### src/rtl/core/afre_pkg.sv
// Package for the audio fade ramp engine: opcodes, result codes, level limits,
// slot entry layout, controller states and the divider result bundle.
// No dependencies; every other file in rtl/core imports it.
package afre_pkg;

  // Command opcodes
  localparam logic [2:0] OP_START     = 3'd0;
  localparam logic [2:0] OP_TICK      = 3'd1;
  localparam logic [2:0] OP_FIN_BANK  = 3'd2;
  localparam logic [2:0] OP_FIN_ALL   = 3'd3;
  localparam logic [2:0] OP_RESTART   = 3'd4;
  localparam logic [2:0] OP_CLEAR_ALL = 3'd5;

  // Result codes
  localparam logic KIND_ACK    = 1'b0;
  localparam logic KIND_LEVEL  = 1'b1;
  localparam logic STATUS_OK   = 1'b0;
  localparam logic STATUS_FULL = 1'b1;

  // Level ceilings of the two banks
  localparam logic [15:0] VOL_MAX = 16'h7FFF;
  localparam logic [15:0] PAN_MAX = 16'd127;

  // Divider geometry: a 31-bit magnitude over a 16-bit length
  localparam int DVD_W     = 31;
  localparam int DVS_W     = 16;
  localparam int DIV_STEPS = 16;

  // One slot entry as held in the slot memory
  typedef struct packed {
    logic [15:0] snd;
    logic [14:0] lvl_start;
    logic [14:0] lvl_end;
    logic [15:0] cnt;
    logic [15:0] len;
  } ent_t;

  typedef struct packed {
    logic                 done;
    logic [DVS_W-1:0]     quo;
    logic                 rem_nz;
  } div_res_t;

  typedef enum logic [3:0] {
    ST_IDLE,
    ST_START,
    ST_SCAN,
    ST_LOAD,
    ST_DIVGO,
    ST_DIV,
    ST_EMIT,
    ST_BULK_RD,
    ST_BULK_WR
  } state_t;

endpackage

### src/rtl/core/audio_fade_ramp_engine.sv
// Audio fade ramp engine: two banks of linear fade slots, one transaction at a time.
// Start: the acknowledgement is loaded from the start state, which then returns to idle.
// Tick: for each active slot that divides: scan, read and multiply, divider start, divider,
// write-back; a slot at its end level skips the divider start and the divider.
// Bulk commands read, then write back, each slot in turn; clear all acts at intake.
// Reset (synchronous, rst_n low) frees every slot; slot memory contents are don't-care.
module audio_fade_ramp_engine
  import afre_pkg::*;
#(
  parameter int SLOTS_PER_BANK = 5
) (
  input  logic        clk,
  input  logic        rst_n,

  input  logic        in_valid,
  output logic        in_stall,
  input  logic [2:0]  in_opcode,
  input  logic        in_bank,
  input  logic [15:0] in_sound_id,
  input  logic [15:0] in_start_level,
  input  logic [15:0] in_end_level,
  input  logic [15:0] in_duration,

  output logic        out_valid,
  input  logic        out_stall,
  output logic        out_kind,
  output logic        out_status,
  output logic        out_bank_out,
  output logic [2:0]  out_slot,
  output logic [15:0] out_target_sound,
  output logic [14:0] out_level,
  output logic        out_last
);

  // Slots of both banks share one index space: volume bank first, then pan.
  localparam int NSLOT = 2 * SLOTS_PER_BANK;
  localparam int AW    = $clog2(NSLOT);
  localparam int IW    = $clog2(NSLOT + 1);
  localparam int SBW   = (SLOTS_PER_BANK > 1) ? $clog2(SLOTS_PER_BANK) : 1;

  // Saturate an incoming level to the ceiling of its bank.
  function automatic logic [14:0] sat_level(input logic [15:0] v, input logic pan);
    logic [15:0] maxv;
    maxv = pan ? PAN_MAX : VOL_MAX;
    return (v > maxv) ? maxv[14:0] : v[14:0];
  endfunction

  // -------------------------------------------------------------------------
  // Command capture. The controller takes a transaction only when idle. A
  // result held up by the receiver keeps the controller in the state that
  // produced it, so intake waits until the output register is free again.
  // -------------------------------------------------------------------------
  state_t          state_r, state_nxt;
  logic            in_acc;
  logic [2:0]      op_r;
  logic            bank_r;
  logic [15:0]     sound_r;
  logic [15:0]     lo_r;
  logic [15:0]     hi_r;
  logic [15:0]     dur_r;

  assign in_stall = (state_r != ST_IDLE);
  assign in_acc   = in_valid && !in_stall;

  always_ff @(posedge clk) begin
    if (in_acc) begin
      op_r    <= in_opcode;
      bank_r  <= in_bank;
      sound_r <= in_sound_id;
      lo_r    <= in_start_level;
      hi_r    <= in_end_level;
      dur_r   <= in_duration;
    end
  end

  // -------------------------------------------------------------------------
  // Slot state. The active flags live in flip-flops so that reset and clear
  // all free every slot at once. Everything else lives in the slot memory,
  // which needs no reset: a tick only reads an entry while its slot is
  // active, and a start rewrites the whole entry when it claims the slot.
  // -------------------------------------------------------------------------
  logic [NSLOT-1:0] active_r;
  ent_t             mem [NSLOT];
  ent_t             rd_q_r;
  logic             mem_we;
  logic [AW-1:0]    mem_wa;
  ent_t             mem_wd;
  logic             mem_re;
  logic [AW-1:0]    mem_ra;

  always_ff @(posedge clk) begin
    if (mem_we) begin
      mem[mem_wa] <= mem_wd;
    end
    if (mem_re) begin
      rd_q_r <= mem[mem_ra];
    end
  end

  // -------------------------------------------------------------------------
  // Output register
  // -------------------------------------------------------------------------
  logic        out_valid_r;
  logic        out_free;
  logic        out_load;
  logic        kind_nxt, status_nxt, bank_nxt, last_nxt;
  logic [2:0]  slot_nxt;
  logic [15:0] sound_nxt;
  logic [14:0] level_nxt;
  logic        kind_r, status_r, bankq_r, last_r;
  logic [2:0]  slotq_r;
  logic [15:0] soundq_r;
  logic [14:0] levelq_r;

  assign out_free = !out_valid_r || !out_stall;

  always_ff @(posedge clk) begin
    if (!rst_n) begin
      out_valid_r <= 1'b0;
    end else if (out_load) begin
      out_valid_r <= 1'b1;
    end else if (!out_stall) begin
      out_valid_r <= 1'b0;
    end
  end

  always_ff @(posedge clk) begin
    if (out_load) begin
      kind_r   <= kind_nxt;
      status_r <= status_nxt;
      bankq_r  <= bank_nxt;
      slotq_r  <= slot_nxt;
      soundq_r <= sound_nxt;
      levelq_r <= level_nxt;
      last_r   <= last_nxt;
    end
  end

  assign out_valid        = out_valid_r;
  assign out_kind         = kind_r;
  assign out_status       = status_r;
  assign out_bank_out     = bankq_r;
  assign out_slot         = slotq_r;
  assign out_target_sound = soundq_r;
  assign out_level        = levelq_r;
  assign out_last         = last_r;

  // -------------------------------------------------------------------------
  // Slot searches over the active flags
  // -------------------------------------------------------------------------
  logic [SLOTS_PER_BANK-1:0] bank_act;
  logic                      free_found;
  logic [SBW-1:0]            free_i;
  logic [AW-1:0]             free_j;
  logic [IW-1:0]             idx_r;
  logic [IW-1:0]             bulk_end_r;
  logic [AW-1:0]             cur_r;
  logic                      found;
  logic [AW-1:0]             fidx;
  logic                      more;

  // Lowest free slot of the chosen bank, for a start.
  always_comb begin
    bank_act   = bank_r ? active_r[NSLOT-1:SLOTS_PER_BANK]
                        : active_r[SLOTS_PER_BANK-1:0];
    free_found = 1'b0;
    free_i     = '0;
    for (int i = SLOTS_PER_BANK - 1; i >= 0; i--) begin
      if (!bank_act[i]) begin
        free_found = 1'b1;
        free_i     = SBW'(i);
      end
    end
    free_j = bank_r ? AW'(SLOTS_PER_BANK) + AW'(free_i) : AW'(free_i);
  end

  // Next active slot at or after the scan pointer, and whether another active
  // slot follows the one being emitted (this marks the last result of a tick).
  always_comb begin
    found = 1'b0;
    fidx  = '0;
    more  = 1'b0;
    for (int i = NSLOT - 1; i >= 0; i--) begin
      if (active_r[i] && IW'(i) >= idx_r) begin
        found = 1'b1;
        fidx  = AW'(i);
      end
    end
    for (int i = 0; i < NSLOT; i++) begin
      if (active_r[i] && AW'(i) > cur_r) begin
        more = 1'b1;
      end
    end
  end

  // -------------------------------------------------------------------------
  // Interpolation datapath: load the entry, form count * |end - start| in one
  // multiply, divide by the length in the shared divider, then apply the sign
  // with a floor correction and clamp.
  // -------------------------------------------------------------------------
  ent_t             ent_r;
  logic             neg_r;
  logic             special_r;
  logic [DVD_W-1:0] mag_r;
  logic             load_neg;
  logic [14:0]      load_absd;
  logic             load_special;
  logic             div_go;
  div_res_t         div_res;
  logic signed [17:0] qs;
  logic signed [17:0] lvl_sum;
  logic [14:0]      lvl;

  always_comb begin
    load_neg     = (rd_q_r.lvl_end < rd_q_r.lvl_start);
    load_absd    = load_neg ? (rd_q_r.lvl_start - rd_q_r.lvl_end)
                            : (rd_q_r.lvl_end - rd_q_r.lvl_start);
    load_special = (rd_q_r.len == '0) || (rd_q_r.cnt >= rd_q_r.len);
  end

  always_ff @(posedge clk) begin
    if (state_r == ST_LOAD) begin
      ent_r     <= rd_q_r;
      neg_r     <= load_neg;
      special_r <= load_special;
      mag_r     <= DVD_W'(rd_q_r.cnt) * DVD_W'(load_absd);
    end
  end

  afre_div u_div (
    .clk      (clk),
    .rst_n    (rst_n),
    .go       (div_go),
    .dividend (mag_r),
    .divisor  (ent_r.len),
    .res      (div_res)
  );

  // Count is below length here, so the quotient magnitude is below 2^15.
  always_comb begin
    if (neg_r) begin
      qs = -$signed({3'b000, div_res.quo[14:0]}) - $signed({17'd0, div_res.rem_nz});
    end else begin
      qs = $signed({3'b000, div_res.quo[14:0]});
    end
    lvl_sum = $signed({3'b000, ent_r.lvl_start}) + qs;
    if (special_r) begin
      lvl = ent_r.lvl_end;
    end else if (lvl_sum < 0) begin
      lvl = '0;
    end else if (lvl_sum > $signed({2'b00, VOL_MAX})) begin
      lvl = VOL_MAX[14:0];
    end else begin
      lvl = lvl_sum[14:0];
    end
  end

  // Bank and in-bank index of the slot being emitted.
  logic          cur_bank;
  logic [AW-1:0] cur_slot;

  assign cur_bank = (cur_r >= AW'(SLOTS_PER_BANK));
  assign cur_slot = cur_bank ? cur_r - AW'(SLOTS_PER_BANK) : cur_r;

  // -------------------------------------------------------------------------
  // Controller: next state
  // -------------------------------------------------------------------------
  always_comb begin
    state_nxt = state_r;
    unique case (state_r)
      ST_IDLE: begin
        if (in_acc) begin
          priority case (in_opcode)
            OP_START:                         state_nxt = ST_START;
            OP_TICK:                          state_nxt = ST_SCAN;
            OP_FIN_BANK, OP_FIN_ALL,
            OP_RESTART:                       state_nxt = ST_BULK_RD;
            default:                          state_nxt = ST_IDLE;
          endcase
        end
      end
      ST_START:   if (out_free) state_nxt = ST_IDLE;
      ST_SCAN:    state_nxt = found ? ST_LOAD : ST_IDLE;
      ST_LOAD:    state_nxt = load_special ? ST_EMIT : ST_DIVGO;
      ST_DIVGO:   state_nxt = ST_DIV;
      ST_DIV:     if (div_res.done) state_nxt = ST_EMIT;
      ST_EMIT:    if (out_free) state_nxt = ST_SCAN;
      ST_BULK_RD: state_nxt = ST_BULK_WR;
      ST_BULK_WR: state_nxt = (idx_r == bulk_end_r) ? ST_IDLE : ST_BULK_RD;
      default:    state_nxt = ST_IDLE;
    endcase
  end

  // -------------------------------------------------------------------------
  // Controller: outputs (memory ports, divider start, result payload)
  // -------------------------------------------------------------------------
  always_comb begin
    mem_we     = 1'b0;
    mem_wa     = '0;
    mem_wd     = rd_q_r;
    mem_re     = 1'b0;
    mem_ra     = '0;
    div_go     = 1'b0;
    out_load   = 1'b0;
    kind_nxt   = KIND_LEVEL;
    status_nxt = STATUS_OK;
    bank_nxt   = cur_bank;
    slot_nxt   = 3'(cur_slot);
    sound_nxt  = ent_r.snd;
    level_nxt  = lvl;
    last_nxt   = !more;
    unique case (state_r)
      ST_START: begin
        out_load         = out_free;
        mem_we           = out_free && free_found;
        mem_wa           = free_j;
        mem_wd.snd       = sound_r;
        mem_wd.lvl_start = sat_level(lo_r, bank_r);
        mem_wd.lvl_end   = sat_level(hi_r, bank_r);
        mem_wd.cnt       = '0;
        mem_wd.len       = dur_r;
        kind_nxt         = KIND_ACK;
        status_nxt       = free_found ? STATUS_OK : STATUS_FULL;
        bank_nxt         = bank_r;
        slot_nxt         = free_found ? 3'(free_i) : 3'd0;
        sound_nxt        = sound_r;
        level_nxt        = '0;
        last_nxt         = 1'b1;
      end
      ST_SCAN: begin
        mem_re = found;
        mem_ra = fidx;
      end
      ST_DIVGO: begin
        div_go = 1'b1;
      end
      ST_EMIT: begin
        // A slot that has reached its length is freed through its active flag;
        // otherwise the count steps on.
        out_load   = out_free;
        mem_we     = out_free && !special_r;
        mem_wa     = cur_r;
        mem_wd     = ent_r;
        mem_wd.cnt = ent_r.cnt + 16'd1;
      end
      ST_BULK_RD: begin
        mem_re = 1'b1;
        mem_ra = idx_r[AW-1:0];
      end
      ST_BULK_WR: begin
        mem_we         = 1'b1;
        mem_wa         = idx_r[AW-1:0];
        mem_wd         = rd_q_r;
        mem_wd.lvl_end = '0;
        if (op_r == OP_RESTART) begin
          mem_wd.cnt = '0;
          mem_wd.len = dur_r;
        end else begin
          mem_wd.cnt = rd_q_r.len;
        end
      end
      ST_IDLE, ST_LOAD, ST_DIV: begin
      end
      default: begin
      end
    endcase
  end

  // -------------------------------------------------------------------------
  // Controller registers
  // -------------------------------------------------------------------------
  always_ff @(posedge clk) begin
    if (!rst_n) begin
      state_r  <= ST_IDLE;
      active_r <= '0;
    end else begin
      state_r <= state_nxt;
      if (in_acc && in_opcode == OP_CLEAR_ALL) begin
        active_r <= '0;
      end else if (state_r == ST_START && out_free && free_found) begin
        active_r[free_j] <= 1'b1;
      end else if (state_r == ST_EMIT && out_free && special_r) begin
        active_r[cur_r] <= 1'b0;
      end
    end
  end

  always_ff @(posedge clk) begin
    if (in_acc) begin
      if (in_opcode == OP_FIN_BANK && in_bank) begin
        idx_r      <= IW'(SLOTS_PER_BANK);
        bulk_end_r <= IW'(NSLOT - 1);
      end else if (in_opcode == OP_FIN_BANK) begin
        idx_r      <= '0;
        bulk_end_r <= IW'(SLOTS_PER_BANK - 1);
      end else begin
        idx_r      <= '0;
        bulk_end_r <= IW'(NSLOT - 1);
      end
    end else if (state_r == ST_SCAN && found) begin
      cur_r <= fidx;
    end else if (state_r == ST_EMIT && out_free) begin
      idx_r <= IW'(cur_r) + IW'(1);
    end else if (state_r == ST_BULK_WR) begin
      idx_r <= idx_r + IW'(1);
    end
  end

endmodule

### src/rtl/core/afre_div.sv
// Radix-2 restoring divider for the ramp interpolation, one quotient bit per cycle.
// Depends on afre_pkg for widths and the result bundle.
module afre_div
  import afre_pkg::*;
(
  input  logic             clk,
  input  logic             rst_n,
  input  logic             go,
  input  logic [DVD_W-1:0] dividend,
  input  logic [DVS_W-1:0] divisor,
  output div_res_t         res
);

  logic             busy_r;
  logic             done_r;
  logic [4:0]       step_r;
  logic [DVS_W-1:0] rem_r;
  logic [DVS_W-1:0] rem_nxt;
  logic [DVS_W-1:0] qt_r;
  logic [DVS_W-1:0] qt_nxt;
  logic [DVS_W-1:0] dvs_r;
  logic [DVS_W:0]   trial;
  logic             qbit;

  // The caller guarantees the quotient fits in DVS_W bits, so the upper half
  // of the dividend is already below the divisor.
  always_comb begin
    trial = {rem_r, qt_r[DVS_W-1]};
    if (trial >= {1'b0, dvs_r}) begin
      qbit    = 1'b1;
      rem_nxt = DVS_W'(trial - {1'b0, dvs_r});
    end else begin
      qbit    = 1'b0;
      rem_nxt = trial[DVS_W-1:0];
    end
    qt_nxt = {qt_r[DVS_W-2:0], qbit};
  end

  always_ff @(posedge clk) begin
    if (!rst_n) begin
      busy_r <= 1'b0;
      done_r <= 1'b0;
      step_r <= '0;
    end else if (go) begin
      busy_r <= 1'b1;
      done_r <= 1'b0;
      step_r <= 5'(DIV_STEPS);
    end else if (busy_r) begin
      step_r <= step_r - 5'd1;
      if (step_r == 5'd1) begin
        busy_r <= 1'b0;
        done_r <= 1'b1;
      end
    end
  end

  always_ff @(posedge clk) begin
    if (go) begin
      rem_r <= {1'b0, dividend[DVD_W-1:DVS_W]};
      qt_r  <= dividend[DVS_W-1:0];
      dvs_r <= divisor;
    end else if (busy_r) begin
      rem_r <= rem_nxt;
      qt_r  <= qt_nxt;
    end
  end

  assign res.done   = done_r;
  assign res.quo    = qt_r;
  assign res.rem_nz = (rem_r != '0);

endmodule

### config.mk
export PLATFORM = sky130hd
export DESIGN_NAME = audio_fade_ramp_engine
export DESIGN_NICKNAME = d
export VERILOG_FILES = /design/src/rtl/core/afre_pkg.sv /design/src/rtl/core/audio_fade_ramp_engine.sv /design/src/rtl/core/afre_div.sv
export SDC_FILE = /design/constraint.sdc
export NUM_CORES = 2
export LEC_CHECK = 0
export ABC_AREA = 1
export BUFFER_PORTS_ARGS = -buffer_cell sky130_fd_sc_hd__buf_2
export CORE_MARGIN = 10
export CORE_UTILIZATION = 40
export DETAILED_ROUTE_END_ITERATION = 10
export HOLD_SLACK_MARGIN = 0.05
export PLACE_DENSITY = 0.65
export SKIP_LAST_GASP = 1
export SLEW_MARGIN = 20
export SYNTH_ARGS = -nofsm -noshare
export SYNTH_HDL_FRONTEND = slang
export SYNTH_SLANG_ARGS = --single-unit
export TNS_END_PERCENT = 50
### constraint.sdc
create_clock -name clk -period 11.46 [get_ports clk]
set_clock_uncertainty 0.05 [all_clocks]
set_input_delay 2.292 -clock clk [delete_from_list [all_inputs] [get_ports clk]]
set_output_delay 2.292 -clock clk [all_outputs]
set_load 0.005 [all_outputs]
==> results.txt <==
clock tree sinks = 1155
Die Width = 410.5 um
area share of the largest cell type after synthesis = 55.74%
largest net degree at the start of global routing = 132
Placed Area = 63540 um^2
Flop pwr share = 33.8%
CP max stage delay = 0.65 ns
reg2reg start = rd_q_r[49]
CTS root buffer = clkbuf_16
Max Clk Rate = 114.4 MHz
multi-input logic area = 21470 um^2
CTS buffer count = 119
vias in the first global route = 42.32k
area occupied by registers = 34450 um^2
Register-to-Register Setup Slack = 2.72 ns
Crit Path Category = flip-flop to flip-flop
TNS Setup = 0 ns
top-count cell post-synth = nand2_1
Remaining DRCs = 0
relative slew slack = 24.75%
Core ar. = 151700 um^2
first-pass GRT wire length = 262.2 mm
initial antenna violation count = 4
Tcrit/Tclk final = 76.30%
Worst path slowest cell = xnor2_2
vias post-DR = 43.56k
Psw = 7.272 mW
Post-synth EDFFs = 1132
First-pass DRT Iterations = 6
Worst-Skew Late Latency = 0.80 ns
P_leak = 28.07 nW
TritonCTS clock tree = yes
port buffer count = 111
worst hold path class = flip-flop to flip-flop
outcome = complete, no violations
min Tclk post-route = 8.744 ns
Post-Synthesis Cells = 6044
Final setup viols = 0
max-cap violations = 0
Final Hold Violating Endpoints = 0
total track usage = 20.06%
Comb power frac = 44.9%
top cells by area, synth = edfxtp_1, nand2_1, nand3_1
Post-DP HPWL = 110.6 mm
Seq/Total Area, Yosys = 56.49%
Internal = 10.90 mW
filler instances = 14.16k
RSZ-0062 raised after global routing = false
ANT cells = 0
synth unique cells = 55
Top FF cell, synth = edfxtp_1
share of layout cells above drive strength 1 = 6.510%
clock network power share = 21.3%
die area = 168500 um^2
pwr dens = 269.4 nW/um^2
Synth area leader = edfxtp_1
synth cell count leaders = nand2_1, edfxtp_1, inv_1
# nets final = 6547
Detail Route Antenna Nets = 0
Final Slew Violations = 0
switch share = 40.02%
Tot Pwr = 18.17 mW
total congestion overflow = 0
num rows = 143
Synth Cell Area = 60990 um^2
Initial Utilization = 40.19%
CTS Hold Buffers Added = 0
maximum buffer depth of the clock tree = 3
Worst setup EP type = flip-flop
WL final = 172.4 mm
Reg-to-Reg End = mag_r[23]
GPL Wtd Cong = 0.9271
synthesis warning total = 0
Area Overhead vs Synth = 10.62%
Syn Area/Cell = 10.09 um^2
peak supply drop = 0.0003874 V
final core occ = 44.46%
Iter 0 DRT Violations = 4487
worst-path fanout max = 16
hold wc startpoint = rd_q_r[42]
asr flop ratio synth = 0%
startpoint types = flip-flop
Slew @ Worst Pin = 1.129 ns
vias per cell = 5.308
Layout Cell Area excl Fill = 67460 um^2
Die Ht = 410.5 um
Yosys reg bits = 1155
Crit path arrival time = 9.15 ns
end of the worst hold path = ent_r[42]
drt wl/cell = 21.01 um
I/O pin total = 112
Worst Path Required = 11.86 ns
H-tree levels = 3
FF-to-FF path depth = 34
setup bufs post-CTS = 0
CP most frequent cell = inv_1
syn_nets = 6514
clock-pin slew on the worst setup and hold paths = 0.06 ns
Worst Hold Path Cells = 0
PostCTS Resize Cnt = 0
[layout make-up]
cell class | count | area share [%]
Clock inverter | 73 | 1.211
Clock buffer | 146 | 4.564
Sequential cell | 1155 | 51.07
Multi-Input combinational cell | 3555 | 31.82
Timing Repair Buffer | 178 | 1.602
Tap cell | 2030 | 3.765
Inverter | 1068 | 5.963
[metrics by stage]
| step | cells | hold slack, ns | worst slack, ns |
|---|---|---|---|
| 6_report | 8205 | 0.3925 | 2.716 |
| 5_1_grt | 8205 | 0.4076 | 2.081 |
| 4_1_cts | 8203 | 0.3846 | 2.810 |
| 3_5_place_dp | 7984 | 0.3840 | 2.894 |
| 3_3_place_gp | 7982 | 0.3793 | 2.903 |
| 2_1_floorplan | 6044 | 0.3764 | 3.872 |
[how the worst max path moves through the flow]
stage,from,endpoint,slack (ns),depth (start not counted)
after floorplan,rd_q_r[34],mag_r[23],3.87,34
after global placement,rd_q_r[34],mag_r[23],2.90,35
after detailed placement,rd_q_r[34],mag_r[23],2.89,35
after CTS,rd_q_r[34],mag_r[23],2.81,35
after global routing,rd_q_r[34],mag_r[23],2.08,35
final,rd_q_r[49],mag_r[23],2.72,34
[power by group through the flow]
stage	combinational (mW)	clock (mW)	sequential (mW)
CTS	8.14	3.93	6.15
detailed placement	8.07	0	6.23
global placement	8.02	0	6.23
floorplan	5.85	0	6.15
finish	8.16	3.87	6.15
global route	9.27	4.10	6.19
[flip-flops by register name (all words and copies together) (netlist names), 31 cells and up]
register  flops
ent_r        78
mag_r        31
mem         780
rd_q_r       78
[worst max-delay path: cells and delay by family (launching register included)]
family,cells,cell delay [ns]
buffers and inverters,8,0.58
AOI/OAI and AO/OA,7,1.69
xor gates and xnor gates,2,0.79
and+or+nand+nor,9,0.98
DFF,1,0.43
adders and majority gates,8,3.84
[cells by family after synthesis]
logic type | Yosys count | synth area share (%)
AO/OA/AOI/OAI | 578 | 5.712
adder cells (fa/ha/maj) | 398 | 10.43
XOR/XNOR | 91 | 1.332
multiplexers | 3 | 0.04924
buffers and inverters | 1334 | 8.582
flip-flops | 1155 | 56.49
AND/OR/NAND/NOR | 2485 | 17.40
[per-layer routing]
| metal | vias to the layer above | track usage [%] | wire length, um |
|---|---|---|---|
| li1 | 20190 | - | - |
| met1 | 21190 | 28.09 | 74420 |
| met2 | 1849 | 31.65 | 78120 |
| met3 | 318 | 3.053 | 14230 |
| met4 | 6 | 7.006 | 5587 |
| met5 | - | 0 | 44 |
[placed cells by master, fill, tap and decap left out, types with 52 or more instances in the layout]
cell type and count:
a21oi_1 181, buf_2 111, buf_4 63, clkbuf_16 119, edfxtp_1 1132, fa_1 184
ha_1 214, inv_1 1043, nand2_1 1231, nand3_1 882, nor2_1 278, o211ai_1 126
o21ai_0 155, xor2_1 52
Power figures use the tool's default switching activity.
